## src/rtl/plq_pkg.sv

```systemverilog
// plq_pkg: shared types and codes for the price level order queue
`default_nettype none
package plq_pkg;

   localparam int TOTAL_W   = 40;
   localparam int COUNT_W   = 9;
   localparam int CSR_IDX_W = 1;
   localparam int CSR_W     = 40;

   typedef logic [2:0] op_code_type;
   localparam op_code_type OP_ADD    = 3'd0;
   localparam op_code_type OP_CANCEL = 3'd1;
   localparam op_code_type OP_MODIFY = 3'd2;
   localparam op_code_type OP_FILL   = 3'd3;
   localparam op_code_type OP_REMOVE = 3'd4;
   localparam op_code_type OP_QUERY  = 3'd5;

   typedef logic [2:0] status_type;
   localparam status_type ST_OK       = 3'd0;
   localparam status_type ST_DUP      = 3'd1;
   localparam status_type ST_NOTFOUND = 3'd2;
   localparam status_type ST_PRICE    = 3'd3;
   localparam status_type ST_FULL     = 3'd4;

   typedef logic [CSR_IDX_W-1:0] csr_idx_type;
   localparam csr_idx_type CSR_LEVEL_PRICE   = 1'd0;
   localparam csr_idx_type CSR_INITIAL_TOTAL = 1'd1;

   typedef struct packed {
      op_code_type  operation;
      logic [31:0]  order_id;
      logic [31:0]  new_order_id;
      logic [31:0]  price;
      logic [31:0]  quantity;
      logic [63:0]  activation_time;
      logic [63:0]  deactivation_time;
   } req_type;

   typedef struct packed {
      status_type         status;
      logic [TOTAL_W-1:0] total_quantity;
      logic [COUNT_W-1:0] order_count;
      logic [31:0]        head_order_id;
      logic [63:0]        found_activation;
      logic [63:0]        found_deactivation;
   } rsp_type;

   typedef struct packed {
      logic        do_scan;
      logic        do_cancel;
      logic        sub_qty;
      logic        do_add;
      logic        is_modify;
      logic        is_fill;
      logic        is_query;
      logic        price_ok;
      logic [31:0] key_id;
      logic [31:0] add_id;
      logic [31:0] quantity;
      logic [63:0] act_time;
      logic [63:0] deact_time;
   } cmd_type;

   typedef struct packed {
      logic [31:0] id;
      logic [31:0] qty;
      logic [63:0] act_time;
      logic [63:0] deact_time;
   } rec_type;

endpackage
`default_nettype wire

```

## src/rtl/plq_front.sv

```systemverilog
// plq_front: takes request transfers, decodes them and queues commands
`default_nettype none
module plq_front
   import plq_pkg::*;
(
   input  wire logic        clock,
   input  wire logic        reset,
   input  wire logic        push,
   output logic             full,
   input  wire req_type     req_data,
   input  wire logic        csr_we,
   input  wire csr_idx_type csr_index,
   input  wire logic [CSR_W-1:0] csr_wdata,
   output logic             cmd_valid,
   output cmd_type          cmd,
   input  wire logic        cmd_take
);

   cmd_type     fifo_ff [2];
   logic        wr_ptr_ff, wr_ptr_in;
   logic        rd_ptr_ff, rd_ptr_in;
   logic [1:0]  cnt_ff, cnt_in;
   logic [31:0] level_price_ff;
   cmd_type     dec;
   logic        do_push, do_pop;
   op_code_type op;

   always_comb begin
      op            = req_data.operation;
      dec.do_add    = (op == OP_ADD) || (op == OP_MODIFY);
      dec.do_cancel = (op == OP_CANCEL) || (op == OP_MODIFY) || (op == OP_REMOVE);
      dec.sub_qty   = (op == OP_CANCEL) || (op == OP_MODIFY);
      dec.is_modify = (op == OP_MODIFY);
      dec.is_fill   = (op == OP_FILL);
      dec.is_query  = (op == OP_QUERY);
      dec.do_scan   = dec.do_add || dec.do_cancel || dec.is_query;
      dec.price_ok  = (req_data.price == level_price_ff);
      dec.key_id    = req_data.order_id;
      dec.add_id    = (op == OP_MODIFY) ? req_data.new_order_id : req_data.order_id;
      dec.quantity  = req_data.quantity;
      dec.act_time  = req_data.activation_time;
      dec.deact_time = req_data.deactivation_time;
   end

   assign full      = (cnt_ff == 2'd2);
   assign cmd_valid = (cnt_ff != 2'd0);
   assign cmd       = fifo_ff[rd_ptr_ff];
   assign do_push   = push && !full;
   assign do_pop    = cmd_take && cmd_valid;

   always_comb begin
      wr_ptr_in = do_push ? !wr_ptr_ff : wr_ptr_ff;
      rd_ptr_in = do_pop ? !rd_ptr_ff : rd_ptr_ff;
      cnt_in    = cnt_ff + 2'(do_push) - 2'(do_pop);
   end

   always_ff @(posedge clock) begin
      if (reset) begin
         wr_ptr_ff      <= 1'b0;
         rd_ptr_ff      <= 1'b0;
         cnt_ff         <= 2'd0;
         level_price_ff <= 32'd0;
      end else begin
         wr_ptr_ff <= wr_ptr_in;
         rd_ptr_ff <= rd_ptr_in;
         cnt_ff    <= cnt_in;
         if (csr_we && csr_index == CSR_LEVEL_PRICE) begin
            level_price_ff <= csr_wdata[31:0];
         end
      end
   end

   always_ff @(posedge clock) begin
      if (do_push) begin
         fifo_ff[wr_ptr_ff] <= dec;
      end
   end

endmodule
`default_nettype wire

```

## config.mk

```make
export PLATFORM = sky130hd
export DESIGN_NAME = plq_front
export DESIGN_NICKNAME = d
export VERILOG_FILES = /design/src/rtl/plq_pkg.sv /design/src/rtl/plq_front.sv
export SDC_FILE = /design/constraint.sdc
export NUM_CORES = 1
export LEC_CHECK = 0
export BUFFER_PORTS_ARGS = -buffer_cell sky130_fd_sc_hd__buf_4
export CAP_MARGIN = 10
export CELL_PAD_IN_SITES_DETAIL_PLACEMENT = 1
export CELL_PAD_IN_SITES_GLOBAL_PLACEMENT = 1
export CORE_MARGIN = 3
export CORE_UTILIZATION = 43
export CTS_BUF_LIST = sky130_fd_sc_hd__clkbuf_16
export CTS_CLUSTER_DIAMETER = 80
export DETAILED_ROUTE_END_ITERATION = 10
export GPL_TIMING_DRIVEN = 0
export PLACE_DENSITY_LB_ADDON = 0.1
export SYNTH_ARGS = -nofsm -noshare
export SYNTH_HDL_FRONTEND = slang
export SYNTH_SLANG_ARGS = --single-unit
```

## constraint.sdc

```tcl
create_clock -name clock -period 13 [get_ports clock]
set_input_delay 0.65 -clock clock [delete_from_list [all_inputs] [get_ports clock]]
set_output_delay 0.65 -clock clock [all_outputs]
set_load 0.1 [all_outputs]
```

Yosys cells after proc, flatten, opt, wreduce, memory -nomap -nowiden
Memories as Yosys holds them, arrays and structs flattened. A register that Yosys moved wholly into a read port is not among the register bits.
Cells that the tools add are included.
{"block": "word_totals", "ff_bits": 36, "ramBits": 464, "inputBits": 305, "elab_cells": 33, "n_memories": 1}
{"block": "op_classes", "n_addsub": 2, "n_eq_ne": 7, "mux": 5, "n_bitwise": 1, "n_reduce_logical": 13}
{"memory": "fifo_ff", "depth": 2, "word_bits": 232, "read_ports": 1, "rd_clocked_by_memory_dff": 1, "wr": 1, "line_no": "plq_front.sv:19", "source": "cmd_type fifo_ff [2];"}
{"cell": "32-bit == test", "n": 1}
{"cell": "32-bit 2-to-1 mux", "n": 1}
{"cell": "3-bit by 2-bit == test with 1-bit output (second input constant)", "n": 2}
{"cell": "3-bit == test (second input constant)", "n": 2}
{"cell": "1-bit logical OR", "n": 5}
{"cell": "1-bit 2-to-1 mux", "n": 4}
{"cell": "3-bit by 1-bit == test with 1-bit output (second input constant)", "n": 1}
{"cell": "1-bit logical AND", "n": 3}
{"cell": "1-bit zero test", "n": 3}
{"cell": "3-bit zero test", "n": 1}
{"cell": "2-bit by 1-bit adder with 2-bit output", "n": 1}
{"cell": "2-bit == test (second input constant)", "n": 1}
{"cell": "2-bit nonzero test", "n": 1}
{"cell": "2-bit by 1-bit subtractor with 2-bit output", "n": 1}
{"cell": "1-bit NOT", "n": 1}

Logic depth before layout (Yosys ltp)
Gate-level depths: netlist of run 1.
{"block": "depth", "ltp_word": 5, "mapped_depth": 8, "depth_no_buf": 8}

Worst setup path before layout of run 1
OpenSTA, ideal clock, no wires.
{"block": "synth_path", "path_kind": "in2reg", "start": "input port push", "end": "memory fifo_ff[0][0] (netlist bit) (enable)", "setup_time_ps": 828, "arrival_ps": 10354, "t_required_ps": 12172, "path_slack_ps": 1818, "path_stages": 2, "n_path_buf": 0, "cell_sequence": "nand2_1 -> nor2_1"}
{"block": "synth_between", "elab_chain_len": 3}
{"item": "start: declaration", "line_no": "plq_front.sv:8", "source": "input wire logic push,"}
{"item": "1-bit logical AND", "line_no": "plq_front.sv:48", "source": "assign do_push = push && !full;"}
{"item": "1-bit 2-to-1 mux", "line_no": "plq_front.sv:74", "source": "if (do_push) begin"}
{"item": "1-bit 2-to-1 mux (implied by the code)", "line_no": "plq_front.sv:75", "source": "fifo_ff[wr_ptr_ff] <= dec;"}
{"item": "end: declaration", "line_no": "plq_front.sv:19"}
No other way between the ends.

==> flow_metrics.env, run 1 <==
export IMPL_outcome="complete, no violations"
export IMPL_upper_clock_frequency_limit_ghz=0.333
export IMPL_rsz_0062_raised_after_global_routing="no"
export IMPL_row_count=76
export IMPL_switching_share=0.450
export IMPL_synthesis_nets=1284
export IMPL_combinational_family_with_the_most_area_after_synthesis="multiplexers"
export IMPL_cts_bufs_inserted=52
export IMPL_fraction_of_layout_instances_using_a_drive_strength_above_1=0.563
export IMPL_hold_path_class="primary input to flip-flop"
export IMPL_grt_pass1_vias=11800
export IMPL_cell_with_the_most_instances_after_synthesis="sky130_fd_sc_hd__edfxtp_1"
export IMPL_port_buffer_count=529
export IMPL_path_max_fanout=10
export IMPL_gr_ovfl_total=0
export IMPL_power_density_mw_per_mm2=247
export IMPL_yosys_top_cells_area="sky130_fd_sc_hd__edfxtp_1 (74%), sky130_fd_sc_hd__mux2_2 (14%), sky130_fd_sc_hd__dfxtp_1 (3.9%), sky130_fd_sc_hd__mux2_4 (2.3%), sky130_fd_sc_hd__xor2_1 (1.6%)"
export IMPL_p_comb_frac=0.452
export IMPL_gp_congestion=0.789
export IMPL_power_leakage_nw=9.83
export IMPL_start_util=0.438
export IMPL_first_pass_iters=4
export IMPL_ys_warn_count=0
export IMPL_synth_simple_gate_area_share=0.0216
export IMPL_worstPathArrival_ns=2.35
export IMPL_design_portCount=539
export IMPL_period_minus_slack_ns=3.00
export IMPL_gr_usage_all_layers=0.214
export IMPL_detail_route_antenna_nets=0
export IMPL_crit_path_end_kind="output pin"
export IMPL_remaining_drc_errors=0
export IMPL_core_sq_mm=0.0433
export IMPL_post_synth_cell_area_avg_sq_um=19.4
export IMPL_fp_dieH_um=216
export IMPL_compound_gate_fraction_of_synth_area=0.00905
export IMPL_grt_first_pass_wirelength_um=73900
export IMPL_dp_hpwl_um=37200
export IMPL_yosys_most_used_dff="sky130_fd_sc_hd__edfxtp_1"
export IMPL_tritoncts_clock_tree="built"
export IMPL_dpl_cell_area_sq_mm=0.0240
export IMPL_report_final_slew_viol_count=0
export IMPL_setup_violations=0
export IMPL_ctsHoldBuffers=0
export IMPL_synthCells=977
export IMPL_htree_levels=2
export IMPL_hold_ws_ns=0.242
export IMPL_final_fill_count=4000
export IMPL_number_of_synthesized_flops_with_an_enable_pin=464
export IMPL_route_detailed_wl_per_inst_um=23.1
export IMPL_hold_viol_final=0
export IMPL_max_cap_violations=0
export IMPL_layout_nets=1880
export IMPL_p_clk_frac=0.221
export IMPL_tcrit_tclk_final=0.231
export IMPL_syn_to_final_growth_pct=35.1
export IMPL_clockRootBuffer="sky130_fd_sc_hd__clkbuf_16"
export IMPL_via_count=10800
export IMPL_clk_latency_ns=0.59
export IMPL_critical_path_class="flip-flop to output pin"
export IMPL_synth_fa_ha_area_frac=0.00132
export IMPL_peakVddDrop_mv=0.134
export IMPL_first_iter_violations=556
export IMPL_power_frac_seq=0.327
export IMPL_cts_resized_gates=0
export IMPL_finalClockSkew_ns=0.0179
export IMPL_dieArea_sq_mm=0.0466
export IMPL_multiInputGateArea_sq_mm=0.00402
export IMPL_post_synth_most_frequent_cells="sky130_fd_sc_hd__edfxtp_1 (464), sky130_fd_sc_hd__mux2_2 (235), sky130_fd_sc_hd__nand2_1 (66), sky130_fd_sc_hd__dfxtp_1 (37), sky130_fd_sc_hd__xor2_1 (34)"
export IMPL_synth_xor_xnor_area_share=0.0171
export IMPL_viasPerCell=4.91
export IMPL_power_internal_w=0.00348
export IMPL_ys_async_sr_fraction=0
export IMPL_chipWidth_um=216
export IMPL_cts_reportedPaths_clkPinSlew_ns=0.06
export IMPL_detailed_route_wire_length_um=50900
export IMPL_timing_slew_headroom=0.565
export IMPL_grt_start_max_net_pins=55
export IMPL_switching_power_w=0.00285
export IMPL_cp_data_required_time_ns=12.35
export IMPL_synthDominantAreaCellType="sky130_fd_sc_hd__edfxtp_1"
export IMPL_worstMarginPinSlew_ns=0.652
export IMPL_startpoint_type="flip-flop"
export IMPL_area_sequential_sq_mm=0.0147
export IMPL_synthesis_area_sq_mm=0.0189
export IMPL_synth_seq_area_share=0.775
export IMPL_yosysTopAreaCellShare=0.736
export IMPL_post_route_cell_area_sq_mm=0.0256
export IMPL_synth_mux_area_fraction=0.163
export IMPL_clock_sink_count=501
export IMPL_clock_path_buffers=3
export IMPL_yosysUniqueCellTypes=26
export IMPL_ys_seq_elements=501
export IMPL_cts_setup_buffers=0
export IMPL_grt_antenna_before_repair=9
## power groups by stage
stage / clock network, W / logic, W / registers [W]
CTS: 0.00144 / 0.00289 / 0.00207
floorplan: 0 / 0.00219 / 0.00217
global route: 0.00151 / 0.00295 / 0.00209
detailed placement: 0 / 0.00288 / 0.00210
finish: 0.00140 / 0.00286 / 0.00207
global placement: 0 / 0.00281 / 0.00223
## final cells by class
cell class              count  area share
flip-flops and latches    501       0.573
repair buffers            542       0.167
multi-input cells         432       0.157
clock buffers              54      0.0528
well taps                 585      0.0286
clock inverters            43      0.0103
plain buffers              41     0.00963
diodes                      5    0.000489
inverters                   3    0.000440
## layer usage
| layer | share of wire | vias up | wire, um | track usage |
|---|---|---|---|---|
| met4 | 0.030 | 10 | 1550 | 0.0749 |
| li1 | - | 4956 | - | - |
| met3 | 0.10 | 94 | 5260 | 0.0949 |
| met2 | 0.51 | 375 | 25900 | 0.370 |
| met5 | 0.0013 | - | 66 | 0 |
| met1 | 0.36 | 5406 | 18100 | 0.234 |
## state kept, by name, summed over array words and instances (netlist names), named ones only
name,flops
cnt_ff,2
fifo_ff,464
level_price_ff,32
rd_ptr_ff,1
wr_ptr_ff,1
## worst paths after layout
check	endpoint	cells after the start	slack [ns]	start
worst max-delay path	cmd[182]	5	10.0	flip-flop
worst min-delay path	fifo_ff[1][153]	1	0.24	req_data[153]
worst max register to register	fifo_ff[0][139]	6	10.74	cnt_ff[0]
worst min register to register	level_price_ff[11]	2	0.47	level_price_ff[11]
## cells by family (layout without fill, tap and decap cells)
logic type      count (synthesis)  after routing
xor+xnor                       37             37
compound gates                 34             34
simple gates                   95             95
mux                           264            264
flops                         501            501
buf+inv                        44            683
fa+ha+maj                       2              2
other cells                     0              5
## cells in the final DEF, fill, tap and decap left out, types with 5 or more instances in the layout
cell,instances
sky130_fd_sc_hd__clkbuf_16,54
sky130_fd_sc_hd__buf_4,529
sky130_fd_sc_hd__mux2_4,29
sky130_fd_sc_hd__a21oi_1,32
sky130_fd_sc_hd__buf_16,6
sky130_fd_sc_hd__nor2_1,8
sky130_fd_sc_hd__buf_12,10
sky130_fd_sc_hd__edfxtp_1,464
sky130_fd_sc_hd__clkinv_1,19
sky130_fd_sc_hd__mux2_2,235
sky130_fd_sc_hd__dfxtp_1,37
sky130_fd_sc_hd__nor4_1,8
sky130_fd_sc_hd__clkbuf_1,8
sky130_fd_sc_hd__xor2_1,34
sky130_fd_sc_hd__inv_1,16
sky130_fd_sc_hd__buf_2,29
sky130_fd_sc_hd__clkinv_2,6
sky130_fd_sc_hd__nand2_1,66
sky130_fd_sc_hd__diode_2,5
## stage by stage
stage | setup WS [ns] | TNS (ns) | utilization | total power [W] | std cells
after floorplan | 1.82 | 0 | - | 0.00436 | 977
after global placement | -4.45 | -1026.12 | 0.547 | 0.00504 | 2091
after detailed placement | 10.50 | 0 | 0.554 | 0.00498 | 2104
after CTS | 9.88 | 0 | 0.591 | 0.00640 | 2201
after global routing | 9.83 | 0 | 0.591 | 0.00655 | 2205
final | 10.0 | 0 | 0.591 | 0.00633 | 2206
## worst max-delay path: stages (launching register included)
cell	delay [ns]
sky130_fd_sc_hd__dfxtp_1	0.30
sky130_fd_sc_hd__buf_2	0.18
sky130_fd_sc_hd__buf_2	0.28
sky130_fd_sc_hd__buf_2	0.35
sky130_fd_sc_hd__mux2_2	0.41
sky130_fd_sc_hd__buf_4	0.24
(Power assumes the default switching activity.)
==> run 2, diff against run 1 <==
==> constraint.sdc (replaced) <==
create_clock -name clock -period 2.9 [get_ports clock]
set_input_delay 0.145 -clock clock [delete_from_list [all_inputs] [get_ports clock]]
set_output_delay 0.145 -clock clock [all_outputs]
set_load 0.1 [all_outputs]
==> run 2 against run 1 <==
Effect of this change:
- sequential power grew to 4.5 times the previous value
- critical endpoint is now cmd[109]
- via count grew 12%
- global-route usage rose by 3.7 points
- first-iteration DRC count rose by 23%
- power increased to 4.6 times the previous value
- count of clock-buffer cells in the layout up 1
- final cell count is 12% higher
- clock skew rose by 0.0064 ns
==> flow_metrics.env, run 2 (synthesis results as in run 1) <==
export IMPL_worstHoldEndpoint="cnt_ff[0]"
export IMPL_gp_congestion=0.780
export IMPL_final_core_utilization=0.653
export IMPL_peakVddDrop_mv=0.639
export IMPL_power_density_mw_per_mm2=1020
export IMPL_period_minus_slack_ns=2.55
export IMPL_ctsHoldBuffers=266
export IMPL_min_path_cells=2
export IMPL_finalClockSkew_ns=0.0243
export IMPL_rsz_0062_raised_after_global_routing="no"
export IMPL_outcome="complete, no violations"
export IMPL_gr_ovfl_total=0
export IMPL_tritoncts_clock_tree="built"
export IMPL_top_register="fifo_ff"
export IMPL_reg2regPathDepth=6
export IMPL_row_count=76
export IMPL_clock_path_buffers=3
export IMPL_hold_viol_final=0
export IMPL_first_pass_iters=4
export IMPL_slowest_stage="sky130_fd_sc_hd__mux2_2"
export IMPL_grt_start_max_net_pins=59
export IMPL_crit_reg_reg_startpoint="cnt_ff[0]"
export IMPL_fraction_of_layout_instances_using_a_drive_strength_above_1=0.488
export IMPL_layout_cells_most_common="sky130_fd_sc_hd__buf_4"
export IMPL_critPathMaxStageDelay_ns=0.40
export IMPL_path_max_fanout=10
export IMPL_cts_setup_buffers=0
export IMPL_setup_violations=0
export IMPL_gr_usage_all_layers=0.250
export IMPL_power_leakage_nw=10.9
export IMPL_cp_common_cell="sky130_fd_sc_hd__buf_2"
export IMPL_critical_path_class="flip-flop to output pin"
export IMPL_area_sequential_sq_mm=0.0147
export IMPL_final_fill_count=3890
export IMPL_worstMarginPinSlew_ns=0.653
export IMPL_layout_nets=2147
export IMPL_crit_path_end_kind="output pin"
export IMPL_timing_slew_headroom=0.563
export IMPL_cts_bufs_inserted=53
export IMPL_dpl_cell_area_sq_mm=0.0240
export IMPL_syn_to_final_growth_pct=49.2
export IMPL_route_detailed_wl_per_inst_um=23.9
export IMPL_port_buffer_count=529
export IMPL_crit_buf_inv=4
export IMPL_design_portCount=539
export IMPL_hold_path_class="primary input to flip-flop"
export IMPL_cts_resized_gates=0
export IMPL_first_iter_violations=686
export IMPL_via_count=12200
export IMPL_worst_hold_startpoint="reset"
export IMPL_worstPathArrival_ns=2.41
export IMPL_post_route_cell_area_sq_mm=0.0283
export IMPL_critical_path_reg2reg_endpoint="fifo_ff[0][53]"
export IMPL_worstPathCellList="buf_2 > buf_2 > buf_2 > mux2_2 > buf_4"
export IMPL_cp_data_required_time_ns=2.76
export IMPL_r2r_setup_slack_ns=0.76
export IMPL_htree_levels=2
export IMPL_cts_reportedPaths_clkPinSlew_ns=0.06
export IMPL_hold_ws_ns=0.0387
export IMPL_top_regs="fifo_ff x464, level_price_ff x32, cnt_ff x2"
export IMPL_grt_first_pass_wirelength_um=87500
export IMPL_startpoint_type="flip-flop"
export IMPL_dieArea_sq_mm=0.0466
export IMPL_fp_dieH_um=216
export IMPL_max_cap_violations=0
export IMPL_upper_clock_frequency_limit_ghz=0.392
export IMPL_clock_sink_count=501
export IMPL_top_library_cells_by_usage_in_the_layout_fill_and_taps_aside="sky130_fd_sc_hd__buf_4 (529), sky130_fd_sc_hd__edfxtp_1 (464), sky130_fd_sc_hd__dlygate4sd3_1 (266)"
export IMPL_critical_path_top_delay_family="buffers and inverters"
export IMPL_viasPerCell=4.92
export IMPL_chipWidth_um=216
export IMPL_start_util=0.438
export IMPL_dp_hpwl_um=37200
export IMPL_clockRootBuffer="sky130_fd_sc_hd__clkbuf_16"
export IMPL_report_final_slew_viol_count=0
export IMPL_clk_latency_ns=0.60
export IMPL_tns_ns=0
export IMPL_multiInputGateArea_sq_mm=0.00404
export IMPL_largest_register_ff_count=464
export IMPL_grt_pass1_vias=13800
export IMPL_grt_antenna_before_repair=16
export IMPL_detail_route_antenna_nets=0
export IMPL_tcrit_tclk_final=0.880
export IMPL_core_sq_mm=0.0433
export IMPL_detailed_route_wire_length_um=59400
export IMPL_remaining_drc_errors=0
-- run 2: layout make-up --
type | count | area share
well taps | 585 | 0.0259
plain buffers | 41 | 0.00872
clock inverters | 44 | 0.00797
clock buffers | 55 | 0.0487
repair buffers | 808 | 0.245
inverters | 3 | 0.000398
flip-flops and latches | 501 | 0.519
multi-input cells | 432 | 0.143
diodes | 12 | 0.00106
-- run 2: stage by stage --
| stage | total power, W | std cells | worst slack (ns) |
|---|---|---|---|
| final | 0.0289 | 2481 | 0.347 |
| after global routing | 0.0299 | 2476 | 0.211 |
| after CTS | 0.0290 | 2469 | 0.282 |
| after detailed placement | 0.0224 | 2104 | 0.732 |
| after global placement | 0.0222 | 2091 | -3.61 |
| after floorplan | 0.0193 | 977 | -1.45 |
-- run 2: worst max path at each step --
| stage | startpoint | to | cells after the start |
|---|---|---|---|
| detailed placement | cnt_ff[0] | fifo_ff[0][149] | 6 |
| floorplan | cnt_ff[0] | fifo_ff[0][0] | 3 |
| finish | flip-flop | cmd[109] | 5 |
| global route | flip-flop | cmd[119] | 5 |
| global placement | cnt_ff[0] | fifo_ff[0][145] | 3 |
| CTS | flip-flop | cmd[219] | 5 |
-- run 2: worst reg2reg max path, delay by kind of cell, from the launching register on --
family,cells,cell delay (ns)
buffers and inverters,3,0.76
AND/OR/NAND/NOR,3,0.74
flip-flops,1,0.33
-- run 2: layer usage --
metal  vias up  GRT usage  wire (um)
met5         -          0         69
met4        12     0.0851       1790
met1      6127      0.276      21200
met3       110     0.0867       5040
met2       455      0.450      31300
li1       5491          -          -
-- run 2: power by group --
part | total (W) | internal, W | switching (W)
sequential | 0.00932 | 0.00906 | 0.000256
clock | 0.00632 | 0.00351 | 0.00281
combinational | 0.0133 | 0.00318 | 0.0101
total | 0.0289 | 0.0158 | 0.0132
==> run 3, diff against run 2 <==
--- a/config.mk
+++ b/config.mk
@@ -16,6 +16,7 @@
 export DETAILED_ROUTE_END_ITERATION = 10
 export GPL_TIMING_DRIVEN = 0
 export PLACE_DENSITY_LB_ADDON = 0.1
+export RECOVER_POWER = 100
 export SYNTH_ARGS = -nofsm -noshare
 export SYNTH_HDL_FRONTEND = slang
 export SYNTH_SLANG_ARGS = --single-unit
==> run 3 against run 2 <==
Effect of this change:
- sequential share of layout area rose by 1.7 points
- clock skew about the same
- final area shrank 3.2%
- first-iteration DRC count is 8.6% higher
- flip-flop and latch count is the same
- combinational power decreased by 5%
- critical path depth unchanged
- clock power about the same
- count of clock-buffer cells in the layout unchanged
- register-to-register slack lost 0.41 ns
- global-route usage stayed put
- largest power group unchanged
==> flow_metrics.env, run 3 (synthesis results as in run 1) <==
export IMPL_routed_met1_length_um=21200
export IMPL_report_power_total_w=0.0284
export IMPL_htree_levels=2
export IMPL_core_sq_mm=0.0433
export IMPL_reg2regPathDepth=4
export IMPL_tritoncts_clock_tree="built"
export IMPL_grt_pass1_vias=13800
export IMPL_detail_route_antenna_nets=0
export IMPL_crit_reg_reg_startpoint="cnt_ff[0]"
export IMPL_clk_latency_ns=0.59
export IMPL_clock_path_buffers=3
export IMPL_startpoint_type="flip-flop"
export IMPL_viasPerCell=4.90
export IMPL_grt_antenna_before_repair=16
export IMPL_report_final_slew_viol_count=0
export IMPL_top_regs="fifo_ff x464, level_price_ff x32, cnt_ff x2"
export IMPL_grt_start_max_net_pins=59
export IMPL_pre_cts_ws_ns=0.732
export IMPL_fraction_of_layout_instances_using_a_drive_strength_above_1=0.415
export IMPL_routed_wl_met3_um=5130
export IMPL_hold_ws_ns=0.0497
export IMPL_final_fill_count=4010
export IMPL_worstHoldEndpoint="cnt_ff[0]"
export IMPL_clock_sink_count=501
export IMPL_row_count=76
export IMPL_dpl_cell_area_sq_mm=0.0240
export IMPL_hold_path_class="primary input to flip-flop"
export IMPL_power_density_mw_per_mm2=1040
export IMPL_fp_dieH_um=216
export IMPL_outcome="complete, no violations"
export IMPL_worst_hold_startpoint="reset"
export IMPL_via_count=12100
export IMPL_gr_ovfl_total=0
export IMPL_crit_path_end_kind="output pin"
export IMPL_largest_register_ff_count=464
export IMPL_first_iter_violations=745
export IMPL_cp_data_required_time_ns=2.76
export IMPL_first_pass_iters=7
export IMPL_rsz_0062_raised_after_global_routing="no"
export IMPL_gr_usage_all_layers=0.250
export IMPL_layout_setup_ws_ns=0.242
export IMPL_route_met2_wl_um=31100
export IMPL_cts_setup_buffers=0
export IMPL_power_leakage_nw=10.3
export IMPL_ctsHoldBuffers=266
export IMPL_cts_reportedPaths_clkPinSlew_ns=0.06
export IMPL_clockRootBuffer="sky130_fd_sc_hd__clkbuf_16"
export IMPL_critical_path_reg2reg_endpoint="fifo_ff[0][45]"
export IMPL_post_route_cell_area_sq_mm=0.0274
export IMPL_timing_slew_headroom=0.171
export IMPL_routed_top_layer="met5"
export IMPL_dp_hpwl_um=37200
export IMPL_upper_clock_frequency_limit_ghz=0.376
export IMPL_remaining_drc_errors=0
export IMPL_worstMarginPinSlew_ns=1.25
export IMPL_max_cap_violations=0
export IMPL_design_portCount=539
export IMPL_port_buffer_count=529
export IMPL_layout_nets=2147
export IMPL_top_register="fifo_ff"
export IMPL_r2r_setup_slack_ns=0.35
export IMPL_grt_first_pass_wirelength_um=87500
export IMPL_finalClockSkew_ns=0.0245
export IMPL_critical_path_class="flip-flop to output pin"
export IMPL_gp_congestion=0.780
export IMPL_area_sequential_sq_mm=0.0147
export IMPL_cts_bufs_inserted=53
export IMPL_min_path_cells=2
export IMPL_chipWidth_um=216
export IMPL_path_max_fanout=10
export IMPL_peakVddDrop_mv=0.620
export IMPL_start_util=0.438
export IMPL_layout_cells_most_common="sky130_fd_sc_hd__edfxtp_1"
export IMPL_setup_violations=0
export IMPL_hold_viol_final=0
export IMPL_syn_to_final_growth_pct=44.4
export IMPL_route_detailed_wl_per_inst_um=23.9
export IMPL_detailed_route_wire_length_um=59300
export IMPL_dieArea_sq_mm=0.0466
export IMPL_multiInputGateArea_sq_mm=0.00391
export IMPL_top_library_cells_by_usage_in_the_layout_fill_and_taps_aside="sky130_fd_sc_hd__edfxtp_1 (464), sky130_fd_sc_hd__dlygate4sd3_1 (266), sky130_fd_sc_hd__mux2_2 (230)"
export IMPL_worstPathArrival_ns=2.51
export IMPL_tcrit_tclk_final=0.917
export IMPL_cts_resized_gates=0
export IMPL_period_minus_slack_ns=2.66
==> run 3: through the flow <==
stage	TNS, ns	instances	utilization
floorplan	-531.39	977	-
global placement	-1431.84	2091	0.547
detailed placement	0	2104	0.554
CTS	0	2469	0.653
global route	0	2476	0.632
finish	0	2480	0.632
==> run 3: final cells by class <==
| type | instances | area share |
|---|---|---|
| multi-input cells | 432 | 0.143 |
| clock inverters | 44 | 0.00823 |
| plain buffers | 41 | 0.00672 |
| well taps | 585 | 0.0268 |
| diodes | 11 | 0.00101 |
| clock buffers | 55 | 0.0503 |
| flip-flops and latches | 501 | 0.537 |
| inverters | 3 | 0.000412 |
| repair buffers | 808 | 0.227 |
==> run 3: layer usage <==
metal | vias up | track usage
met1 | 6073 | 0.276
met5 | - | 0
met2 | 456 | 0.450
li1 | 5496 | -
met3 | 112 | 0.0867
met4 | 12 | 0.0851
==> run 3: critical path: stages, from the launching register on <==
cell                       delay [ns]
sky130_fd_sc_hd__dfxtp_1         0.30
sky130_fd_sc_hd__buf_2           0.19
sky130_fd_sc_hd__clkbuf_2        0.36
sky130_fd_sc_hd__clkbuf_2        0.39
sky130_fd_sc_hd__mux2_2          0.39
sky130_fd_sc_hd__clkbuf_4        0.29
==> run 3: worst max-delay path by stage <==
stage / end / slack (ns) / cells after the start
after floorplan: fifo_ff[0][0] / -1.45 / 3
after global placement: fifo_ff[0][145] / -3.61 / 3
after detailed placement: fifo_ff[0][149] / 0.73 / 6
after CTS: cmd[219] / 0.28 / 5
after global routing: cmd[103] / 0.11 / 5
final: cmd[101] / 0.24 / 5
==> run 3: power by group <==
group | switching (W) | internal (W) | leakage [nW]
clock | 0.00282 | 0.00351 | 0.847
combinational | 0.0101 | 0.00265 | 4.82
sequential | 0.000253 | 0.00907 | 4.64
